--- src/lrupr_pkg.sv ---
// Shared types and constants for the LRU page-frame table.
// Used by lrupr_cell and by the top level lru_page_replacement; no dependencies.
`default_nettype none

package lrupr_pkg;

  // Default sizing, handed down through the top-level parameters
  localparam int MaxFramesDef = 32;
  localparam int PageBitsDef  = 5;
  localparam int AgeBitsDef   = 16;

  // Fixed field widths of the configuration and result beats
  localparam int CfgBits      = 6;
  localparam int FaultBits    = 16;
  localparam int OutIdxBits   = 5;
  localparam int OutPageBits  = 5;
  localparam int OutDataBits  = 32;

  localparam logic [CfgBits-1:0]   FramesReset = CfgBits'(4);
  localparam logic [FaultBits-1:0] FaultMax    = '1;

  // Sequencer states, one-hot
  typedef enum logic [2:0] {
    ST_IDLE = 3'b001,
    ST_SCAN = 3'b010,
    ST_UPDT = 3'b100
  } lrupr_state_e;

  // Update command broadcast to every frame cell
  typedef struct packed {
    logic en;    // apply the decision this cycle
    logic fill;  // miss: write the requested page into the chosen frame
  } lrupr_upd_t;

endpackage

`default_nettype wire

--- src/lrupr_cell.sv ---
// One frame cell of the LRU table: holds page, valid bit and age of one frame,
// and one stage of the search chain. Depends on lrupr_pkg.
`default_nettype none

module lrupr_cell import lrupr_pkg::*; #(
  parameter int IDX       = 0,
  parameter int PAGE_BITS = PageBitsDef,
  parameter int AGE_BITS  = AgeBitsDef,
  parameter int IW        = 5
) (
  input  wire                  clk_i,
  input  wire                  rst_ni,
  input  wire                  active_i,
  input  wire [PAGE_BITS-1:0]  page_i,
  input  lrupr_upd_t           upd_i,
  input  wire [IW-1:0]         slot_i,
  // search token from the previous cell
  input  wire                  hit_i,
  input  wire [IW-1:0]         hit_idx_i,
  input  wire                  emp_i,
  input  wire [IW-1:0]         emp_idx_i,
  input  wire [AGE_BITS-1:0]   best_age_i,
  input  wire [IW-1:0]         best_idx_i,
  input  wire [PAGE_BITS-1:0]  best_page_i,
  // search token to the next cell
  output logic                 hit_o,
  output logic [IW-1:0]        hit_idx_o,
  output logic                 emp_o,
  output logic [IW-1:0]        emp_idx_o,
  output logic [AGE_BITS-1:0]  best_age_o,
  output logic [IW-1:0]        best_idx_o,
  output logic [PAGE_BITS-1:0] best_page_o
);

  localparam logic [IW-1:0] MyIdx = IW'(IDX);

  logic [PAGE_BITS-1:0] page_q;
  logic                 valid_q;
  logic [AGE_BITS-1:0]  age_q, age_d;
  logic                 valid_d;
  logic [PAGE_BITS-1:0] page_d;

  logic                 hit_d, emp_d;
  logic [IW-1:0]        hit_idx_d, emp_idx_d, best_idx_d;
  logic [AGE_BITS-1:0]  best_age_d;
  logic [PAGE_BITS-1:0] best_page_d;

  // Fold this frame into the passing token; inactive frames pass it on
  always_comb begin
    hit_d       = hit_i;
    hit_idx_d   = hit_idx_i;
    emp_d       = emp_i;
    emp_idx_d   = emp_idx_i;
    best_age_d  = best_age_i;
    best_idx_d  = best_idx_i;
    best_page_d = best_page_i;
    if (active_i) begin
      if (!hit_i && valid_q && (page_q == page_i)) begin
        hit_d     = 1'b1;
        hit_idx_d = MyIdx;
      end
      if (!emp_i && !valid_q) begin
        emp_d     = 1'b1;
        emp_idx_d = MyIdx;
      end
      // later frames win ties
      if (age_q >= best_age_i) begin
        best_age_d  = age_q;
        best_idx_d  = MyIdx;
        best_page_d = page_q;
      end
    end
  end

  // Hand the token to the neighbor every cycle
  always_ff @(posedge clk_i) begin
    hit_o       <= hit_d;
    hit_idx_o   <= hit_idx_d;
    emp_o       <= emp_d;
    emp_idx_o   <= emp_idx_d;
    best_age_o  <= best_age_d;
    best_idx_o  <= best_idx_d;
    best_page_o <= best_page_d;
  end

  // Apply the decision: reset age of the chosen frame, age the other valid frames, saturating
  always_comb begin
    page_d  = page_q;
    valid_d = valid_q;
    age_d   = age_q;
    if (upd_i.en && active_i) begin
      if (slot_i == MyIdx) begin
        age_d = '0;
        if (upd_i.fill) begin
          page_d  = page_i;
          valid_d = 1'b1;
        end
      end else if (valid_q && (age_q != '1)) begin
        age_d = age_q + AGE_BITS'(1);
      end
    end
  end

  always_ff @(posedge clk_i or negedge rst_ni) begin
    if (!rst_ni) begin
      valid_q <= 1'b0;
      age_q   <= '0;
    end else begin
      valid_q <= valid_d;
      age_q   <= age_d;
    end
  end

  always_ff @(posedge clk_i) begin
    page_q <= page_d;
  end

endmodule

`default_nettype wire

--- src/lru_page_replacement.sv ---
// Top level of the LRU page-frame table: sequencer, configuration register,
// fault counter, result register and the chain of lrupr_cell frames. Uses lrupr_pkg.
`default_nettype none

// Fully associative LRU page-frame table. Each input beat carries a page
// number; the result beat reports hit/miss, the frame that now holds the
// page, the evicted page if a resident one was replaced, and the saturating
// fault count. Frames are cells in a chain and a search token walks the
// chain one frame per cycle, collecting the first match, the first empty
// frame and the oldest frame. An access goes from accepting the page,
// through the token crossing the chain, to the update, which registers the
// result beat; a stalled result holds the update until the previous beat
// is taken. The finished result sits in an output register, so a new page is
// taken while the previous result waits. The user must write frames_in_use
// through the cfg channel only while the table is idle; the block itself
// does not enforce this. 0 acts as 1 and values above MAX_FRAMES act as
// MAX_FRAMES.
module lru_page_replacement import lrupr_pkg::*; #(
  parameter int MAX_FRAMES = MaxFramesDef,
  parameter int PAGE_BITS  = PageBitsDef,
  parameter int AGE_BITS   = AgeBitsDef,
  localparam int InDataBits = ((PAGE_BITS + 7) / 8) * 8
) (
  input  wire                    clk_i,
  input  wire                    rst_ni,
  // configuration: frames_in_use
  input  wire                    cfg_valid_i,
  output logic                   cfg_ready_o,
  input  wire [CfgBits-1:0]      cfg_data_i,
  // input beats
  input  wire                    s_axis_tvalid,
  output logic                   s_axis_tready,
  input  wire [InDataBits-1:0]   s_axis_tdata,  // page_number, zero fill
  // result beats
  output logic                   m_axis_tvalid,
  input  wire                    m_axis_tready,
  output logic [OutDataBits-1:0] m_axis_tdata   // hit, frame_index, evicted_valid,
                                                // evicted_page, fault_total, zero fill
);

  localparam int IW = $clog2(MAX_FRAMES);
  localparam int NW = $clog2(MAX_FRAMES + 1);

  lrupr_state_e         state_q, state_d;
  logic [IW-1:0]        cnt_q, cnt_d;
  logic [CfgBits-1:0]   frames_q;
  logic [NW-1:0]        active_n;
  logic [PAGE_BITS-1:0] page_q;
  logic [FaultBits-1:0] fault_q, fault_d;
  logic                 out_valid_q;
  logic [OutDataBits-1:0] out_data_q;

  logic s_fire, out_free, do_upd;

  // search chain, element 0 is the empty token
  logic                 ch_hit   [MAX_FRAMES+1];
  logic [IW-1:0]        ch_hidx  [MAX_FRAMES+1];
  logic                 ch_emp   [MAX_FRAMES+1];
  logic [IW-1:0]        ch_eidx  [MAX_FRAMES+1];
  logic [AGE_BITS-1:0]  ch_age   [MAX_FRAMES+1];
  logic [IW-1:0]        ch_bidx  [MAX_FRAMES+1];
  logic [PAGE_BITS-1:0] ch_bpage [MAX_FRAMES+1];

  logic [MAX_FRAMES-1:0] cell_act;
  lrupr_upd_t            upd;
  logic [IW-1:0]         slot;
  logic                  hit, ev_valid;
  logic [PAGE_BITS-1:0]  ev_page;

  assign cfg_ready_o   = 1'b1;
  assign s_axis_tready = (state_q == ST_IDLE);
  assign s_fire        = s_axis_tvalid && s_axis_tready;
  assign out_free      = !out_valid_q || m_axis_tready;
  assign do_upd        = (state_q == ST_UPDT) && out_free;

  // Hold the frame count register
  always_ff @(posedge clk_i or negedge rst_ni) begin
    if (!rst_ni) begin
      frames_q <= FramesReset;
    end else if (cfg_valid_i && cfg_ready_o) begin
      frames_q <= cfg_data_i;
    end
  end

  // Clamp the frame count to 1..MAX_FRAMES
  always_comb begin
    if (frames_q == '0) begin
      active_n = NW'(1);
    end else if (int'(frames_q) > MAX_FRAMES) begin
      active_n = NW'(MAX_FRAMES);
    end else begin
      active_n = NW'(frames_q);
    end
  end

  // Sequence one access: accept, scan the chain, update
  always_comb begin
    state_d = state_q;
    cnt_d   = cnt_q;
    case (state_q)
      ST_IDLE: begin
        if (s_fire) begin
          state_d = ST_SCAN;
          cnt_d   = '0;
        end
      end
      ST_SCAN: begin
        cnt_d = cnt_q + IW'(1);
        if (cnt_q == IW'(MAX_FRAMES - 1)) begin
          state_d = ST_UPDT;
        end
      end
      ST_UPDT: begin
        if (out_free) begin
          state_d = ST_IDLE;
        end
      end
      default: begin
        state_d = ST_IDLE;
      end
    endcase
  end

  always_ff @(posedge clk_i or negedge rst_ni) begin
    if (!rst_ni) begin
      state_q <= ST_IDLE;
      cnt_q   <= '0;
    end else begin
      state_q <= state_d;
      cnt_q   <= cnt_d;
    end
  end

  // Latch the requested page for the whole access
  always_ff @(posedge clk_i) begin
    if (s_fire) begin
      page_q <= s_axis_tdata[PAGE_BITS-1:0];
    end
  end

  // Frame cells
  assign ch_hit[0]   = 1'b0;
  assign ch_hidx[0]  = '0;
  assign ch_emp[0]   = 1'b0;
  assign ch_eidx[0]  = '0;
  assign ch_age[0]   = '0;
  assign ch_bidx[0]  = '0;
  assign ch_bpage[0] = '0;

  for (genvar g = 0; g < MAX_FRAMES; g++) begin : g_cell
    assign cell_act[g] = (NW'(g) < active_n);

    lrupr_cell #(
      .IDX       (g),
      .PAGE_BITS (PAGE_BITS),
      .AGE_BITS  (AGE_BITS),
      .IW        (IW)
    ) u_cell (
      .clk_i       (clk_i),
      .rst_ni      (rst_ni),
      .active_i    (cell_act[g]),
      .page_i      (page_q),
      .upd_i       (upd),
      .slot_i      (slot),
      .hit_i       (ch_hit[g]),
      .hit_idx_i   (ch_hidx[g]),
      .emp_i       (ch_emp[g]),
      .emp_idx_i   (ch_eidx[g]),
      .best_age_i  (ch_age[g]),
      .best_idx_i  (ch_bidx[g]),
      .best_page_i (ch_bpage[g]),
      .hit_o       (ch_hit[g+1]),
      .hit_idx_o   (ch_hidx[g+1]),
      .emp_o       (ch_emp[g+1]),
      .emp_idx_o   (ch_eidx[g+1]),
      .best_age_o  (ch_age[g+1]),
      .best_idx_o  (ch_bidx[g+1]),
      .best_page_o (ch_bpage[g+1])
    );
  end

  // Pick the frame from the token leaving the last cell
  always_comb begin
    hit      = ch_hit[MAX_FRAMES];
    ev_valid = 1'b0;
    ev_page  = '0;
    if (hit) begin
      slot = ch_hidx[MAX_FRAMES];
    end else if (ch_emp[MAX_FRAMES]) begin
      slot = ch_eidx[MAX_FRAMES];
    end else begin
      slot     = ch_bidx[MAX_FRAMES];
      ev_valid = 1'b1;
      ev_page  = ch_bpage[MAX_FRAMES];
    end
    upd.en   = do_upd;
    upd.fill = !hit;
  end

  // Count faults, saturating
  always_comb begin
    fault_d = fault_q;
    if (!hit && (fault_q != FaultMax)) begin
      fault_d = fault_q + FaultBits'(1);
    end
  end

  always_ff @(posedge clk_i or negedge rst_ni) begin
    if (!rst_ni) begin
      fault_q <= '0;
    end else if (do_upd) begin
      fault_q <= fault_d;
    end
  end

  // Hold the result beat until taken
  always_ff @(posedge clk_i or negedge rst_ni) begin
    if (!rst_ni) begin
      out_valid_q <= 1'b0;
    end else if (do_upd) begin
      out_valid_q <= 1'b1;
    end else if (m_axis_tready) begin
      out_valid_q <= 1'b0;
    end
  end

  always_ff @(posedge clk_i) begin
    if (do_upd) begin
      out_data_q <= {4'b0000,
                     fault_d,
                     OutPageBits'(ev_page),
                     ev_valid,
                     OutIdxBits'(slot),
                     hit};
    end
  end

  assign m_axis_tvalid = out_valid_q;
  assign m_axis_tdata  = out_data_q;

`ifndef SYNTHESIS
  a_accept_starts_scan: assert property (@(posedge clk_i) disable iff (!rst_ni)
    s_fire |=> (state_q == ST_SCAN))
    else $error("accepted page did not start a scan");

  a_result_from_update: assert property (@(posedge clk_i) disable iff (!rst_ni)
    $rose(m_axis_tvalid) |-> $past(state_q == ST_UPDT))
    else $error("result beat appeared without an update");

  a_no_evict_on_hit: assert property (@(posedge clk_i) disable iff (!rst_ni)
    m_axis_tvalid |-> !(m_axis_tdata[0] && m_axis_tdata[6]))
    else $error("eviction reported on a hit");

  a_fault_monotonic: assert property (@(posedge clk_i) disable iff (!rst_ni)
    (state_q != ST_UPDT) |=> $stable(fault_q))
    else $error("fault count moved outside an update");
`endif

endmodule

`default_nettype wire
--- config.mk ---
export PLATFORM = sky130hd
export DESIGN_NAME = lru_page_replacement
export DESIGN_NICKNAME = d
export VERILOG_FILES = /design/src/lrupr_pkg.sv /design/src/lrupr_cell.sv /design/src/lru_page_replacement.sv
export SDC_FILE = /design/constraint.sdc
export NUM_CORES = 2
export LEC_CHECK = 0
export BUFFER_PORTS_ARGS = -buffer_cell sky130_fd_sc_hd__buf_2
export CORE_MARGIN = 2
export CORE_UTILIZATION = 50
export CTS_CLUSTER_DIAMETER = 200
export DETAILED_ROUTE_END_ITERATION = 10
export HOLD_SLACK_MARGIN = 0.05
export MAX_ROUTING_LAYER = met4
export PLACE_DENSITY = 0.65
export SLEW_MARGIN = 30
export SYNTH_ARGS = -nofsm -noshare
export SYNTH_HDL_FRONTEND = slang
export SYNTH_SLANG_ARGS = --single-unit
--- constraint.sdc ---
create_clock -name clk_i -period 6.15 [get_ports clk_i]
set_input_delay 1.23 -clock clk_i [delete_from_list [all_inputs] [get_ports clk_i]]
set_output_delay 1.23 -clock clk_i [all_outputs]
set_load 0.005 [all_outputs]
==> summary.txt <==
Outcome
  • Outcome: finished clean

Logic synthesis
  • Top_reg_cell synth: dfxtp_1
  • Count leader, synth: dfxtp_1
  • #FFs+latches synth: 1875
  • Post-synth EDFFs: 193
  • Avg Cell Area, Syn: 10.24 um^2
  • Distinct cell type count after synthesis: 96
  • Largest cells by area after synthesis: dfxtp_1 26%, dfrtp_1 17%, ha_1 7.8%
  • Synth Cell Area: 85480 um^2
  • Synth warn: 0
  • Gate Count Post-Synth: 8347
  • Register area share after synthesis: 49.54%
  • Top-area cell type share of the netlist area: 25.92%
  • Asr flop ratio synth: 30.67%
  • Synth area leader: dfxtp_1
  • List of most frequent post-synthesis cells: 1107 x dfxtp_1, 621 x inv_1, 573 x dfrtp_1, 531 x ha_1, 527 x o21ai_0

Layout
  • Synth-to-layout area growth: 11.52%
  • Area of the multi-input gates: 39870 um^2
  • Fillcell total: 14505
  • Layout cells sized above 1: 14.89%
  • Non-filler cells, final: 10794
  • Finished Cell Area: 95340 um^2
  • Storage element area: 42350 um^2
  • Final net count: 8955

Clocking
  • Post-cts sizing count: 0
  • Clock Latency Late Sink: 0.84 ns
  • Setup Buffers After CTS: 0
  • CTS H-tree lvls: 4
  • CTS tree: built
  • CTS root buf: clkbuf_16
  • Num CTS Buffers: 190
  • Clock-pin slew on the worst setup and hold paths: 0.06 ns
  • Post-CTS Hold Fix Bufs: 0
  • Num Clock Sinks: 1875
  • CTS max path bufs: 3

Power and ir drop
  • Pwr/cell area: 333.1 nW/um^2
  • VDD IR max: 0.2542 mV
  • Sw Pwr: 8.187 mW
  • P_leak: 41.20 nW
  • Logic pwr share: 14.5%
  • Register share of total power: 47.0%
  • Clk pwr share: 38.5%
  • Switching Share: 25.78%
  • Int Pwr: 23.57 mW

Setup path
  • Slowest stage delay, CP: 0.87 ns
  • Crit path buffers/inverters: 2
  • Crit Path Max Fanout: 28
  • Critical path's top delay family: compound AO/OA/AOI/OAI gates
  • Critical Path Source Type: flop
  • Worst Setup End Kind: flop
  • CP Data Required Time: 6.85 ns
  • Crit-path cells: o21a_1, inv_1, nor3_4, buf_4, a21o_1, nand2b_1, o21ai_0
  • Worst EP arrival: 4.99 ns
  • Critical path class: flop to flop
  • Worst path slowest cell: nor3_4

Global route
  • First-pass GRT wire length: 345300 um
  • Gr ovfl total: 0
  • Largest net degree at the start of global routing: 143
  • Vias in the first global route: 61587
  • Initial antenna violation count: 4
  • Gr usage total: 25.57%

Drt
  • Via density: 5.807
  • DR iter-0 viols: 4595
  • DRT Pass-1 Iters: 6
  • DRC viols: 0
  • Wire per inst: 20.26 um
  • Routed wire length: 218600 um
  • Post-DRT Antenna Nets: 0
  • Via Count: 62681

STA
  • Slew of the pin with the lowest slew margin: 0.9971 ns
  • Worst hold slack: 0.3922 ns
  • TNS Setup: 0 ns
  • Final setup viols: 0
  • Final Hold Fails: 0
  • Clock Skews: 0.06433 ns
  • Final Worst Setup Slack: 1.859 ns
  • Period minus WS final: 4.291 ns
  • Slew headroom: 33.37%
  • Fin crit share: 69.77%
  • Max Clock Freq: 233.1 MHz
  • Max Slew Vio Count: 0
  • RSZ-0062 raised after global routing: no

Die
  • Starting Density: 50.39%
  • Row count: 151
  • IO Count: 54
  • Core Area: 169700 um^2
  • Die ar.: 174300 um^2
  • Die W: 417.5 um
  • Die Span Y: 417.5 um

Worst hold path
  • Hold crit path type: flop to flop

Place
  • Dpl hpwl: 155300 um
  • GP Congestion: 0.9053
  • Placed cell area: 88430 um^2
  • Pre-CTS setup slack: 1.884 ns
  • DP Cell Count: 10430
  • Port Buffers: 45

Run
  • Max-Cap Viols: 0
-- through the flow --
stage	utilization, %	total power, mW
floorplan	-	18.10
global placement	52.08	19.63
detailed placement	52.12	19.75
CTS	56.11	32.00
global route	56.19	33.16
finish	56.19	31.76
-- registers in the layout, indices dropped and copies added, names as in the netlist, 28 cells and up --
name                       flops
g_cell.u_cell.emp_o           32
g_cell.u_cell.best_page_o    160
g_cell.u_cell.age_q          512
m_axis_tdata                  28
g_cell.u_cell.hit_o           32
g_cell.u_cell.best_age_o     496
g_cell.u_cell.hit_idx_o      129
g_cell.u_cell.best_idx_o     129
g_cell.u_cell.page_q         160
g_cell.u_cell.emp_idx_o      129
g_cell.u_cell.valid_q         32
-- placed cells by master, fill, tap and decap left out, types with 43 or more instances in the layout --
master,netlist,routed
a21o_1,92,92
a21oi_1,361,352
a22oi_1,75,75
a32oi_1,56,56
and2_1,87,87
and3_1,130,130
and4_1,64,64
buf_2,99,44
buf_4,18,109
clkbuf_1,168,43
clkbuf_16,0,200
dfrtp_1,573,573
dfxtp_1,1107,1106
edfxtp_1,193,193
ha_1,531,531
inv_1,621,620
mux2_2,503,503
mux2i_1,101,101
nand2_1,511,509
nand2b_1,137,137
nand3_1,338,337
nand4_1,199,199
nor2_1,279,275
nor2b_1,140,140
nor3_1,122,118
nor4_1,66,57
o21ai_0,527,527
o22ai_1,94,94
o31ai_1,114,114
or2_2,201,201
or3_1,68,68
xnor2_1,108,108
xor2_1,138,138
-- path summary, 6_finish.rpt --
check                      slack [ns]                                         end                            startpoint  cells past startpoint
min reg2reg                      0.39  g_cell[0].u_cell.best_page_o[0]$_SDFF_PP0_  g_cell[0].u_cell.page_q[0]$_DFFE_PP_                      0
min in group asynchronous        0.43      g_cell[28].u_cell.age_q[1]$_DFFE_PN0P_                                rst_ni                      1
max in group asynchronous        4.30      g_cell[2].u_cell.age_q[11]$_DFFE_PN0P_                                rst_ni                      3
max reg2reg                      1.86      g_cell[18].u_cell.age_q[1]$_DFFE_PN0P_       g_cell[31].u_cell.hit_o$_DFF_P_                      7
min                              0.39  g_cell[0].u_cell.best_page_o[0]$_SDFF_PP0_  g_cell[0].u_cell.page_q[0]$_DFFE_PP_                      0
max                              1.86      g_cell[18].u_cell.age_q[1]$_DFFE_PN0P_       g_cell[31].u_cell.hit_o$_DFF_P_                      7
-- routing by layer --
metal / global-route usage (%) / wire length [um] / part of all wire [%] / up-vias
li1: - / - / - / 30007
met5: - / 0 / 0 / -
met4: 8.346 / 6594 / 3.0 / 0
met2: 41.55 / 104600 / 48 / 1767
met1: 33.20 / 96380 / 44 / 30496
met3: 3.261 / 11060 / 5.1 / 411
-- kinds of logic (layout without fill, tap and decap cells) --
kind of cell	Yosys count	count (layout)	synth area share [%]
flops	1875	1875	49.54
xor+xnor	246	246	2.520
other cells	2	6	0.008785
fa+ha+maj	531	531	7.772
mux	605	605	7.835
buf+inv	924	1149	4.286
simple gates	2441	2441	15.35
compound gates	1723	1723	12.69
-- worst register-to-register path, cell delays in order, from the launching register on --
cell	delay, ns
dfxtp_2	0.77
o21a_1	0.65
inv_1	0.48
nor3_4	0.87
buf_4	0.51
a21o_1	0.50
nand2b_1	0.28
o21ai_0	0.11
-- power groups by stage --
stage | Clock, mW | Combinational [mW] | Sequential [mW]
after floorplan | 0 | 3.29 | 14.8
after global placement | 0 | 4.46 | 15.2
after detailed placement | 0 | 4.56 | 15.2
after CTS | 12.4 | 4.62 | 15.0
after global routing | 13.0 | 5.11 | 15.1
final | 12.2 | 4.60 | 14.9
-- final cells by class --
type	count	share of cell area, %
antenna	1	0.002625
clock inverter	84	1.167
multi-input combinational	5551	41.82
sequential	1875	44.42
inverter	624	2.462
clock buffer	278	5.924
tap	2218	2.911
timing repair buffer	163	1.287
No activity file was read; power rests on OpenSTA's default activity.
